### src/cqips_pkg.sv
// ---------------------------------------------------------------------------
// CQI PUCCH slot allocator package
// Transaction types, register map, status codes and small lookup functions.
// ---------------------------------------------------------------------------
`default_nettype none

package cqips_pkg;

	// table geometry defaults
	localparam int unsigned MAX_PRB_DEF = 16;
	localparam int unsigned MAX_SF_DEF  = 8;

	// configuration port geometry
	localparam int unsigned PADDR_W = 6;
	localparam int unsigned PDATA_W = 64;
	localparam int unsigned CNT_W   = 6;

	// register indexes (byte address = 8 * index)
	localparam logic [2:0] REG_PRB_COUNT   = 3'd0;
	localparam logic [2:0] REG_SF_COUNT    = 3'd1;
	localparam logic [2:0] REG_NORMAL_CP   = 3'd2;
	localparam logic [2:0] REG_PUCCH_SHIFT = 3'd3;
	localparam logic [2:0] REG_AN_CS       = 3'd4;
	localparam logic [2:0] REG_PERIOD      = 3'd5;
	localparam logic [2:0] REG_SF_OFFSETS  = 3'd6;

	// result status codes
	localparam logic [2:0] ST_OK         = 3'd0;
	localparam logic [2:0] ST_FULL       = 3'd1;
	localparam logic [2:0] ST_BAD_PERIOD = 3'd2;
	localparam logic [2:0] ST_BAD_OFFSET = 3'd3;
	localparam logic [2:0] ST_EMPTY      = 3'd4;

	// item action codes
	localparam logic ACT_ALLOC   = 1'b0;
	localparam logic ACT_RELEASE = 1'b1;

	// report periods with special PMI handling and their PMI bases
	localparam logic [7:0] PER_2   = 8'd2;
	localparam logic [7:0] PER_32  = 8'd32;
	localparam logic [7:0] PER_64  = 8'd64;
	localparam logic [7:0] PER_128 = 8'd128;
	localparam logic [9:0] PMI_BASE_32  = 10'd318;
	localparam logic [9:0] PMI_BASE_64  = 10'd350;
	localparam logic [9:0] PMI_BASE_128 = 10'd414;
	localparam logic [9:0] PMI_ADJ      = 10'd3;

	typedef struct packed {
		logic       action;
		logic [3:0] release_prb;
		logic [2:0] release_sf;
	} in_item_t;

	typedef struct packed {
		logic [2:0]  status;
		logic [9:0]  pmi_index;
		logic [10:0] pucch_index;
		logic [3:0]  prb_index;
		logic [2:0]  subframe_index;
	} out_item_t;

	typedef struct packed {
		logic [4:0]  prb_count;
		logic [3:0]  subframe_count;
		logic        normal_cp;
		logic [1:0]  pucch_shift;
		logic [2:0]  an_cyclic_shifts;
		logic [7:0]  report_period;
		logic [63:0] subframe_offsets;
	} cfg_t;

	// users per PRB: 12 * c / shift, shift 0 taken as 1
	function automatic logic [CNT_W-1:0] users_per_prb(input logic ncp, input logic [1:0] sh);
		logic [CNT_W-1:0] mu;
		unique case (sh)
			2'd2:    mu = ncp ? 6'd18 : 6'd12;
			2'd3:    mu = ncp ? 6'd12 : 6'd8;
			default: mu = ncp ? 6'd36 : 6'd24;
		endcase
		return mu;
	endfunction

	function automatic logic period_valid(input logic [7:0] p);
		return (p == 8'd2) || (p == 8'd5) || (p == 8'd10) || (p == 8'd20) ||
			(p == 8'd40) || (p == 8'd80) || (p == 8'd160) || (p == PER_32) ||
			(p == PER_64) || (p == PER_128);
	endfunction

endpackage

`default_nettype wire

### src/cqips_ram.sv
// ---------------------------------------------------------------------------
// Generic single-port-write RAM
// One write port, one read port with registered read data.
// ---------------------------------------------------------------------------
`default_nettype none

module cqips_ram #(
	parameter int unsigned WIDTH = 6,
	parameter int unsigned DEPTH = 128,
	localparam int unsigned ADDR_W = (DEPTH > 1) ? $clog2(DEPTH) : 1
) (
	input  wire logic              clk,
	input  wire logic              we,
	input  wire logic [ADDR_W-1:0] waddr,
	input  wire logic [WIDTH-1:0]  wdata,
	input  wire logic              re,
	input  wire logic [ADDR_W-1:0] raddr,
	output logic      [WIDTH-1:0]  rdata
);

	logic [WIDTH-1:0] mem_q [DEPTH];

	always_ff @(posedge clk) begin
		if (we) begin
			mem_q[waddr] <= wdata;
		end
		if (re) begin
			rdata <= mem_q[raddr];
		end
	end

endmodule

`default_nettype wire

### src/cqips_regs.sv
// ---------------------------------------------------------------------------
// CQI PUCCH slot allocator configuration registers
// APB-style register file, zero wait states, 64-bit data at 8-byte stride.
// ---------------------------------------------------------------------------
`default_nettype none

module cqips_regs
	import cqips_pkg::*;
(
	input  wire logic               clk,
	input  wire logic               arst_n,
	input  wire logic               psel,
	input  wire logic               penable,
	input  wire logic               pwrite,
	input  wire logic [PADDR_W-1:0] paddr,
	input  wire logic [PDATA_W-1:0] pwdata,
	output logic      [PDATA_W-1:0] prdata,
	output logic                    pready,
	output cfg_t                    cfg
);

	logic [2:0] reg_idx;
	logic       wr_en;

	assign pready  = 1'b1;
	assign reg_idx = paddr[5:3];
	assign wr_en   = psel && penable && pwrite && pready;

	// register writes
	always_ff @(posedge clk or negedge arst_n) begin
		if (!arst_n) begin
			cfg.prb_count        <= 5'd1;
			cfg.subframe_count   <= 4'd1;
			cfg.normal_cp        <= 1'b1;
			cfg.pucch_shift      <= 2'd1;
			cfg.an_cyclic_shifts <= 3'd0;
			cfg.report_period    <= 8'd40;
			cfg.subframe_offsets <= 64'd0;
		end else if (wr_en) begin
			unique case (reg_idx)
				REG_PRB_COUNT:   cfg.prb_count        <= pwdata[4:0];
				REG_SF_COUNT:    cfg.subframe_count   <= pwdata[3:0];
				REG_NORMAL_CP:   cfg.normal_cp        <= pwdata[0];
				REG_PUCCH_SHIFT: cfg.pucch_shift      <= pwdata[1:0];
				REG_AN_CS:       cfg.an_cyclic_shifts <= pwdata[2:0];
				REG_PERIOD:      cfg.report_period    <= pwdata[7:0];
				REG_SF_OFFSETS:  cfg.subframe_offsets <= pwdata;
				default: ;
			endcase
		end
	end

	// read mux
	always_comb begin
		unique case (reg_idx)
			REG_PRB_COUNT:   prdata = PDATA_W'(cfg.prb_count);
			REG_SF_COUNT:    prdata = PDATA_W'(cfg.subframe_count);
			REG_NORMAL_CP:   prdata = PDATA_W'(cfg.normal_cp);
			REG_PUCCH_SHIFT: prdata = PDATA_W'(cfg.pucch_shift);
			REG_AN_CS:       prdata = PDATA_W'(cfg.an_cyclic_shifts);
			REG_PERIOD:      prdata = PDATA_W'(cfg.report_period);
			REG_SF_OFFSETS:  prdata = cfg.subframe_offsets;
			default:         prdata = '0;
		endcase
	end

endmodule

`default_nettype wire

### src/cqi_pucch_slot_allocator_top.sv
// ---------------------------------------------------------------------------
// CQI PUCCH slot allocator
// Assigns CQI/PUCCH slots from a table of per-slot user counts.
// ---------------------------------------------------------------------------
// Usage:
//   Input channel (in_valid/in_stall/in_item) carries allocate or release
//   requests; output channel (out_valid/out_stall/out_item) returns exactly
//   one result per request. Registers are to be written over the APB-style port
//   only while the block is idle; the block itself does not enforce this.
//   Allocate: one table read per slot through the count RAM, pipelined
//   against a single compare unit, then the drain, fetch, calc and commit
//   states load the result; zero rows or columns skip the scan.
//   Release: a read state, then a write state that decrements and loads the result.
//   One request is in flight at a time; in_stall is high from acceptance
//   until the result is loaded into the output register, so a new request
//   is not taken before the last one is through.
//   If the receiver stalls, the finished result holds in the output register
//   and a following result waits in the sequencer until the register frees.
//   Reset clears all user counts (per-slot valid bits) and loads the
//   register defaults; the block is ready in the first cycle after reset.
// ---------------------------------------------------------------------------
`default_nettype none

module cqi_pucch_slot_allocator_top
	import cqips_pkg::*;
#(
	parameter int unsigned MAX_PRB = MAX_PRB_DEF,
	parameter int unsigned MAX_SF  = MAX_SF_DEF
) (
	input  wire logic               clk,
	input  wire logic               arst_n,
	input  wire logic               psel,
	input  wire logic               penable,
	input  wire logic               pwrite,
	input  wire logic [PADDR_W-1:0] paddr,
	input  wire logic [PDATA_W-1:0] pwdata,
	output logic      [PDATA_W-1:0] prdata,
	output logic                    pready,
	input  wire logic               in_valid,
	output logic                    in_stall,
	input  wire in_item_t           in_item,
	output logic                    out_valid,
	input  wire logic               out_stall,
	output out_item_t               out_item
);

	localparam int unsigned DEPTH  = MAX_PRB * MAX_SF;
	localparam int unsigned ADDR_W = (DEPTH > 1) ? $clog2(DEPTH) : 1;
	localparam int unsigned PRB_W  = (MAX_PRB > 1) ? $clog2(MAX_PRB) : 1;
	localparam int unsigned SF_W   = (MAX_SF > 1) ? $clog2(MAX_SF) : 1;

	typedef enum logic [7:0] {
		S_IDLE   = 8'b0000_0001,
		S_SCAN   = 8'b0000_0010,
		S_DRAIN  = 8'b0000_0100,
		S_FETCH  = 8'b0000_1000,
		S_CALC   = 8'b0001_0000,
		S_COMMIT = 8'b0010_0000,
		S_REL_RD = 8'b0100_0000,
		S_REL_WR = 8'b1000_0000
	} state_t;

	cfg_t cfg;

	state_t state_q;
	logic [4:0] ri_q;
	logic [3:0] cj_q;
	logic       scan_vld_s1;
	logic [PRB_W-1:0] scan_i_s1;
	logic [SF_W-1:0]  scan_j_s1;
	logic       rd_vld_s1;
	logic [DEPTH-1:0] vld_q;
	logic       out_valid_q;
	out_item_t  out_item_q;

	// payload registers
	logic [CNT_W:0]     best_q;
	logic [PRB_W-1:0]   best_i_q;
	logic [SF_W-1:0]    best_j_q;
	logic [CNT_W-1:0]   cnt_q;
	logic [9:0]         prod_q;
	logic [9:0]         pmi_q;
	logic [2:0]         status_q;
	logic [3:0]         rel_prb_q;
	logic [2:0]         rel_sf_q;
	logic               rel_in_q;

	logic in_accept;
	logic out_free;
	logic out_load;
	logic [4:0] rows_c;
	logic [3:0] cols_c;
	logic last_col;
	logic last_row;
	logic [ADDR_W-1:0] scan_addr;
	logic [ADDR_W-1:0] best_addr;
	logic [ADDR_W-1:0] rel_addr;
	logic [ADDR_W-1:0] rd_addr;
	logic [ADDR_W-1:0] wr_addr;
	logic rd_en;
	logic wr_en;
	logic [CNT_W-1:0] wr_data;
	logic [CNT_W-1:0] ram_rdata;
	logic [CNT_W-1:0] rd_cnt;
	logic [CNT_W-1:0] mu_c;
	logic [7:0] off_c;
	logic [9:0] pmi_c;
	logic [2:0] status_c;
	logic [10:0] pucch_c;
	logic alloc_ok;
	logic rel_ok;

	cqips_regs u_regs (
		.clk     (clk),
		.arst_n  (arst_n),
		.psel    (psel),
		.penable (penable),
		.pwrite  (pwrite),
		.paddr   (paddr),
		.pwdata  (pwdata),
		.prdata  (prdata),
		.pready  (pready),
		.cfg     (cfg)
	);

	// handshake
	assign in_stall  = (state_q != S_IDLE);
	assign in_accept = in_valid && !in_stall;
	assign out_free  = !out_valid_q || !out_stall;
	assign out_load  = out_free && ((state_q == S_COMMIT) || (state_q == S_REL_WR));
	assign out_valid = out_valid_q;
	assign out_item  = out_item_q;

	// scan bounds, clamped to the table
	assign rows_c   = (cfg.prb_count > 5'(MAX_PRB)) ? 5'(MAX_PRB) : cfg.prb_count;
	assign cols_c   = (cfg.subframe_count > 4'(MAX_SF)) ? 4'(MAX_SF) : cfg.subframe_count;
	assign last_col = (cj_q == cols_c - 4'd1);
	assign last_row = (ri_q == rows_c - 5'd1);

	// table addresses: row * MAX_SF + column
	assign scan_addr = ADDR_W'(ri_q[PRB_W-1:0]) * ADDR_W'(MAX_SF) + ADDR_W'(cj_q[SF_W-1:0]);
	assign best_addr = ADDR_W'(best_i_q) * ADDR_W'(MAX_SF) + ADDR_W'(best_j_q);
	assign rel_addr  = ADDR_W'(rel_prb_q[PRB_W-1:0]) * ADDR_W'(MAX_SF) +
		ADDR_W'(rel_sf_q[SF_W-1:0]);

	// read port select
	always_comb begin
		rd_en   = 1'b0;
		rd_addr = scan_addr;
		unique case (state_q)
			S_SCAN: begin
				rd_en = 1'b1;
			end
			S_FETCH: begin
				rd_en   = 1'b1;
				rd_addr = best_addr;
			end
			S_REL_RD: begin
				rd_en   = rel_in_q;
				rd_addr = rel_addr;
			end
			default: ;
		endcase
	end

	// an entry never written reads as zero
	assign rd_cnt = rd_vld_s1 ? ram_rdata : '0;

	// capacity, offset and PMI for the chosen slot
	assign mu_c  = users_per_prb(cfg.normal_cp, cfg.pucch_shift);
	assign off_c = cfg.subframe_offsets[{3'(best_j_q), 3'b000} +: 8];

	always_comb begin
		priority if (cfg.report_period == PER_32) begin
			pmi_c = PMI_BASE_32 + 10'(off_c);
		end else if (cfg.report_period == PER_64) begin
			pmi_c = PMI_BASE_64 + 10'(off_c);
		end else if (cfg.report_period == PER_128) begin
			pmi_c = PMI_BASE_128 + 10'(off_c);
		end else if (cfg.report_period > PER_2) begin
			pmi_c = 10'(cfg.report_period) - PMI_ADJ + 10'(off_c);
		end else begin
			pmi_c = 10'(off_c);
		end
	end

	always_comb begin
		priority if (rd_cnt > mu_c) begin
			status_c = ST_FULL;
		end else if (!period_valid(cfg.report_period)) begin
			status_c = ST_BAD_PERIOD;
		end else if (off_c >= cfg.report_period) begin
			status_c = ST_BAD_OFFSET;
		end else begin
			status_c = ST_OK;
		end
	end

	assign pucch_c  = 11'(prod_q) + 11'(cnt_q) + 11'(cfg.an_cyclic_shifts);
	assign alloc_ok = (status_q == ST_OK);
	assign rel_ok   = rel_in_q && (rd_cnt != '0);

	// write port: saturating increment on allocate, decrement on release
	always_comb begin
		wr_en   = 1'b0;
		wr_addr = best_addr;
		wr_data = (cnt_q == '1) ? cnt_q : cnt_q + 6'd1;
		unique case (state_q)
			S_COMMIT: begin
				wr_en = out_free && alloc_ok;
			end
			S_REL_WR: begin
				wr_en   = out_free && rel_ok;
				wr_addr = rel_addr;
				wr_data = rd_cnt - 6'd1;
			end
			default: ;
		endcase
	end

	cqips_ram #(
		.WIDTH (CNT_W),
		.DEPTH (DEPTH)
	) u_cnt_ram (
		.clk   (clk),
		.we    (wr_en),
		.waddr (wr_addr),
		.wdata (wr_data),
		.re    (rd_en),
		.raddr (rd_addr),
		.rdata (ram_rdata)
	);

	// sequencer and control state
	always_ff @(posedge clk or negedge arst_n) begin
		if (!arst_n) begin
			state_q     <= S_IDLE;
			ri_q        <= '0;
			cj_q        <= '0;
			scan_vld_s1 <= 1'b0;
			rd_vld_s1   <= 1'b0;
			vld_q       <= '0;
			out_valid_q <= 1'b0;
		end else begin
			scan_vld_s1 <= (state_q == S_SCAN);
			if (rd_en) begin
				rd_vld_s1 <= vld_q[rd_addr];
			end
			if (wr_en) begin
				vld_q[wr_addr] <= 1'b1;
			end
			// output register: load a finished result, else drop an accepted one
			if (out_load) begin
				out_valid_q <= 1'b1;
			end else if (!out_stall) begin
				out_valid_q <= 1'b0;
			end
			unique case (state_q)
				S_IDLE: begin
					ri_q <= '0;
					cj_q <= '0;
					if (in_accept) begin
						if (in_item.action == ACT_RELEASE) begin
							state_q <= S_REL_RD;
						end else if ((rows_c == '0) || (cols_c == '0)) begin
							state_q <= S_FETCH;
						end else begin
							state_q <= S_SCAN;
						end
					end
				end
				S_SCAN: begin
					if (last_col) begin
						cj_q <= '0;
						ri_q <= ri_q + 5'd1;
						if (last_row) begin
							state_q <= S_DRAIN;
						end
					end else begin
						cj_q <= cj_q + 4'd1;
					end
				end
				S_DRAIN:  state_q <= S_FETCH;
				S_FETCH:  state_q <= S_CALC;
				S_CALC:   state_q <= S_COMMIT;
				S_REL_RD: state_q <= S_REL_WR;
				S_COMMIT, S_REL_WR: begin
					if (out_free) begin
						state_q <= S_IDLE;
					end
				end
				default: state_q <= S_IDLE;
			endcase
		end
	end

	// datapath registers
	always_ff @(posedge clk) begin
		scan_i_s1 <= ri_q[PRB_W-1:0];
		scan_j_s1 <= cj_q[SF_W-1:0];

		if (in_accept) begin
			best_q    <= 7'd64;
			best_i_q  <= '0;
			best_j_q  <= '0;
			rel_prb_q <= in_item.release_prb;
			rel_sf_q  <= in_item.release_sf;
			rel_in_q  <= (5'(in_item.release_prb) < 5'(MAX_PRB)) &&
				(4'(in_item.release_sf) < 4'(MAX_SF));
		end

		// shared compare: first slot with strictly fewer users wins
		if (scan_vld_s1 && ({1'b0, rd_cnt} < best_q)) begin
			best_q   <= {1'b0, rd_cnt};
			best_i_q <= scan_i_s1;
			best_j_q <= scan_j_s1;
		end

		if (state_q == S_CALC) begin
			cnt_q    <= rd_cnt;
			prod_q   <= 10'(best_i_q) * 10'(mu_c);
			pmi_q    <= pmi_c;
			status_q <= status_c;
		end

		if (out_free && (state_q == S_COMMIT)) begin
			out_item_q.status <= status_q;
			if (alloc_ok) begin
				out_item_q.pmi_index      <= pmi_q;
				out_item_q.pucch_index    <= pucch_c;
				out_item_q.prb_index      <= 4'(best_i_q);
				out_item_q.subframe_index <= 3'(best_j_q);
			end else begin
				out_item_q.pmi_index      <= '0;
				out_item_q.pucch_index    <= '0;
				out_item_q.prb_index      <= '0;
				out_item_q.subframe_index <= '0;
			end
		end else if (out_free && (state_q == S_REL_WR)) begin
			out_item_q.status         <= rel_ok ? ST_OK : ST_EMPTY;
			out_item_q.pmi_index      <= '0;
			out_item_q.pucch_index    <= '0;
			out_item_q.prb_index      <= rel_prb_q;
			out_item_q.subframe_index <= rel_sf_q;
		end
	end

endmodule

`default_nettype wire

### config.mk
export PLATFORM = sky130hd
export DESIGN_NAME = cqi_pucch_slot_allocator_top
export DESIGN_NICKNAME = d
export VERILOG_FILES = /design/src/cqips_pkg.sv /design/src/cqips_ram.sv /design/src/cqips_regs.sv /design/src/cqi_pucch_slot_allocator_top.sv
export SDC_FILE = /design/constraint.sdc
export NUM_CORES = 2
export LEC_CHECK = 0
export CAP_MARGIN = 20
export CORE_MARGIN = 8
export CORE_UTILIZATION = 30
export DETAILED_ROUTE_END_ITERATION = 16
export DONT_BUFFER_PORTS = 1
export HOLD_SLACK_MARGIN = 0.03
export PLACE_DENSITY_LB_ADDON = 0.05
export REMOVE_ABC_BUFFERS = 1
export SLEW_MARGIN = 20
export SYNTH_ARGS = -nofsm -noshare
export SYNTH_HDL_FRONTEND = slang
export SYNTH_HIERARCHICAL = 1
export SYNTH_SLANG_ARGS = --single-unit
### constraint.sdc
create_clock -name clk -period 7.1 [get_ports clk]
set_input_delay 1.42 -clock clk [delete_from_list [all_inputs] [get_ports clk]]
set_output_delay 1.42 -clock clk [all_outputs]
set_load 0.02 [all_outputs]
==> results.toml <==
[outcome]
status = "complete, no violations"

[floorplanning]
rows = 146
die_area_um2 = 170800
core-area_um2 = 157600
die_h_um = 413.3
pin_count = 183
die_w_um = 413.3
initial_utilization_pct = 30.04

[clock_network]
cts.clk_slew.worst_paths_ps = 60
cts_hold_repair.buffers = 0
cts_setup_buffers = 0
cts_buffer_depth = 3
clkSinkCount = 1095
cts_buffers = 133
cts-root-buf = "clkbuf_16"
cts_tree = "built"
h-tree-depth = 4
clkLatencyLatePin_ps = 760
cts.repair.resized = 0

[setup_path]
worst-path-buf-inv = 2
crit_family = "simple AND/OR/NAND/NOR gates"
r2r_start = "state_q[6]$_DFFE_PN0P_"
worstPathRequired_ps = 7490
rrSetupSlack_ps = 1460
worst-setup-path-type = "register to register"
worstPathArrival_ps = 6020
crit_top_cell = "buf_4"
worst_setup_path_end_kind = "register"
path_cells = "nor3_1, nor3b_1, nor2b_1, nand4b_1, nor3_2, buf_4, o22a_1, nand4_1, buf_4, nor2_1"
worstRegToRegCells = 10
worstSetupStartpointType = "register"
cpMaxStageDelayCell = "nand4_1"
path_max_fanout = 17
cpPeakStageDelay_ps = 690
r2r_end = "u_cnt_ram/mem_q[15][5]$_DFFE_PP_"

[placement]
port_buffers = 0
postPlaceCellArea_um2 = 49890
place_congestion = 0.7716
dp_cells = 4825
pre_cts_slack_ps = 1409
hpwl_mm = 85.80

[timing]
fmax_ghz = 0.1774
timing.final.max_slew_violations = 0
tightest_slew_ps = 1085
rsz0062_at_grt = "no"
layout_setup_ws_ps = 1462
finClkSkew_ps = 26.26
relSlewSlack_pct = 27.38
min_period_ps = 5638
fin_hold_ws_ps = 374.3
finalCritPeriodShare_pct = 79.41
hold_violations = 0
final.setup.tns_ps = 0
setup_viol = 0

[detailed_routing]
ant_nets = 0
route.detailed.drc = 0
vias = 25610
firstDrtPassIters = 5
wl_per_cell_um = 26.34
wl_mm = 133.3
avgViaCountPerCell = 5.059
drtIter0Drc = 1925

[grt]
grt_pass1_vias = 27000
grt.total_usage_pct = 15.60
grt_pass1_wl_mm = 196.4
grt_max_degree = 236
antenna_found_initial = 7
grt_overflow = 0

[power]
power_mw = 20.65
power_density_nw_per_um2 = 380.8
cellLeakagePower_nw = 19.55
ir_worst_vdd_v = 0.0002744

[logic_synthesis]
synth_compound_area_share_pct = 4.994
synth_seq_cells = 1095
synth_xor_area_share_pct = 0.8138
ys.flop_type = "edfxtp_1"
synth.area.top_cells = "edfxtp_1 54%, mux4_2 13%, dfrtp_1 12%"
synth_top_area_share_pct = 54.03
post_synth_num_cell_types = 84
synthMuxAreaShare_pct = 16.63
synthDominantAreaCellType = "edfxtp_1"
synth_top_family_by_area = "multiplexers"
synthArstFlopShare_pct = 21.46
netlist_area_um2 = 47350
synth_edf_count = 852
yosys.area_share.simple_pct = 6.661
synthAdderAreaFrac_pct = 2.061
ys_seq_area_share_pct = 66.81
synth_warnings = 6
synth_area_per_cell_um2 = 16.67
syn_inst = 2841

[finish]
multiInputGateArea_um2 = 14910
layout_commonest_cell = "edfxtp_1"
syn_to_final_growth_pct = 14.53
postLayoutCoreUtil_pct = 34.40
drive_above_1_share_pct = 22.21
fillers = 15000
fin_area_um2 = 54230
instances_no_fill = 5061
seqCellArea_um2 = 31630
final_nets = 3046
mostFrequentLayoutCells = "852 x edfxtp_1, 268 x mux4_2, 228 x dfrtp_1"

[job]
drv_cap = 0

[worst_hold_path]
hold_path_class = "input pin to asynchronous set/reset pin"
worst max path at each step:
stage / cells after the start / slack, ps / startpoint / end
3_3_place_gp: 8 / 1480 / out_stall / u_cnt_ram/mem_q[63][5]$_DFFE_PP_
4_1_cts: 10 / 1450 / state_q[6]$_DFFE_PN0P_ / u_cnt_ram/mem_q[15][1]$_DFFE_PP_
5_1_grt: 10 / 920 / state_q[6]$_DFFE_PN0P_ / u_cnt_ram/mem_q[15][1]$_DFFE_PP_
6_report: 10 / 1460 / state_q[6]$_DFFE_PN0P_ / u_cnt_ram/mem_q[15][5]$_DFFE_PP_
2_1_floorplan: 9 / -1220 / state_q[1]$_DFFE_PN0P_ / u_cnt_ram/rdata[0]$_DFFE_PP_
3_5_place_dp: 8 / 1410 / out_stall / u_cnt_ram/mem_q[15][5]$_DFFE_PP_
cells by family after synthesis:
logic type      Yosys count
flops                  1095
xor+xnor                 44
buf+inv                 212
fa+ha+maj                72
compound gates          328
simple gates            650
mux                     439
other cells               1
state kept, by name (all words and copies together) (netlist names), 5 cells and up:
name,flops
prod_q,9
best_q,7
vld_q,128
u_regs/cfg,87
cnt_q,6
u_cnt_ram/mem_q,768
u_cnt_ram/rdata,6
pmi_q,10
ri_q,5
out_item,31
state_q,8
per-layer routing:
| layer | GRT usage, % | wire (um) | share of wire (%) | vias up |
|---|---|---|---|---|
| met1 | 21.80 | 61470 | 46 | 13700 |
| met5 | 0 | 0 | 0 | - |
| met3 | 2.772 | 5494 | 4.1 | 160 |
| met2 | 25.20 | 63710 | 48 | 536 |
| met4 | 4.007 | 2631 | 2.0 | 0 |
| li1 | - | - | - | 11210 |
area by class of cell:
class,instances,area share (%)
Sequential cell,1095,58.33
Multi-Input combinational cell,1534,27.50
Clock buffer,166,6.631
Tap cell,2072,4.781
Clock inverter,65,1.237
Timing Repair Buffer,56,0.9737
Inverter,69,0.5284
Antenna cell,4,0.01846
report_power, final:
| group | leakage [nW] | switching (mW) | internal (mW) |
|---|---|---|---|
| clock | 2.08 | 2.73 | 3.90 |
| sequential | 10.9 | 0.296 | 7.50 |
| combinational | 6.57 | 3.74 | 2.48 |
synthesized netlist by cell type, types with 11 or more instances:
cell type  number
nand4_1        12
o21ai_0        33
ha_1           62
a21oi_1        45
clkbuf_1       68
nand3_1        55
nand2b_1       16
nor2_1        214
mux2_2         98
buf_6          11
nor2b_1        24
and2_1         32
a31oi_1        13
and3_1         65
buf_2          35
a21o_1        106
nand2_1       156
edfxtp_1      852
nor3_1         34
inv_1          62
o22ai_1        11
mux2i_1        69
mux4_2        268
o21bai_1       45
buf_1          19
dfrtp_1       228
xor2_1         14
xnor2_1        30
No activity file was read; power rests on OpenSTA's default activity.
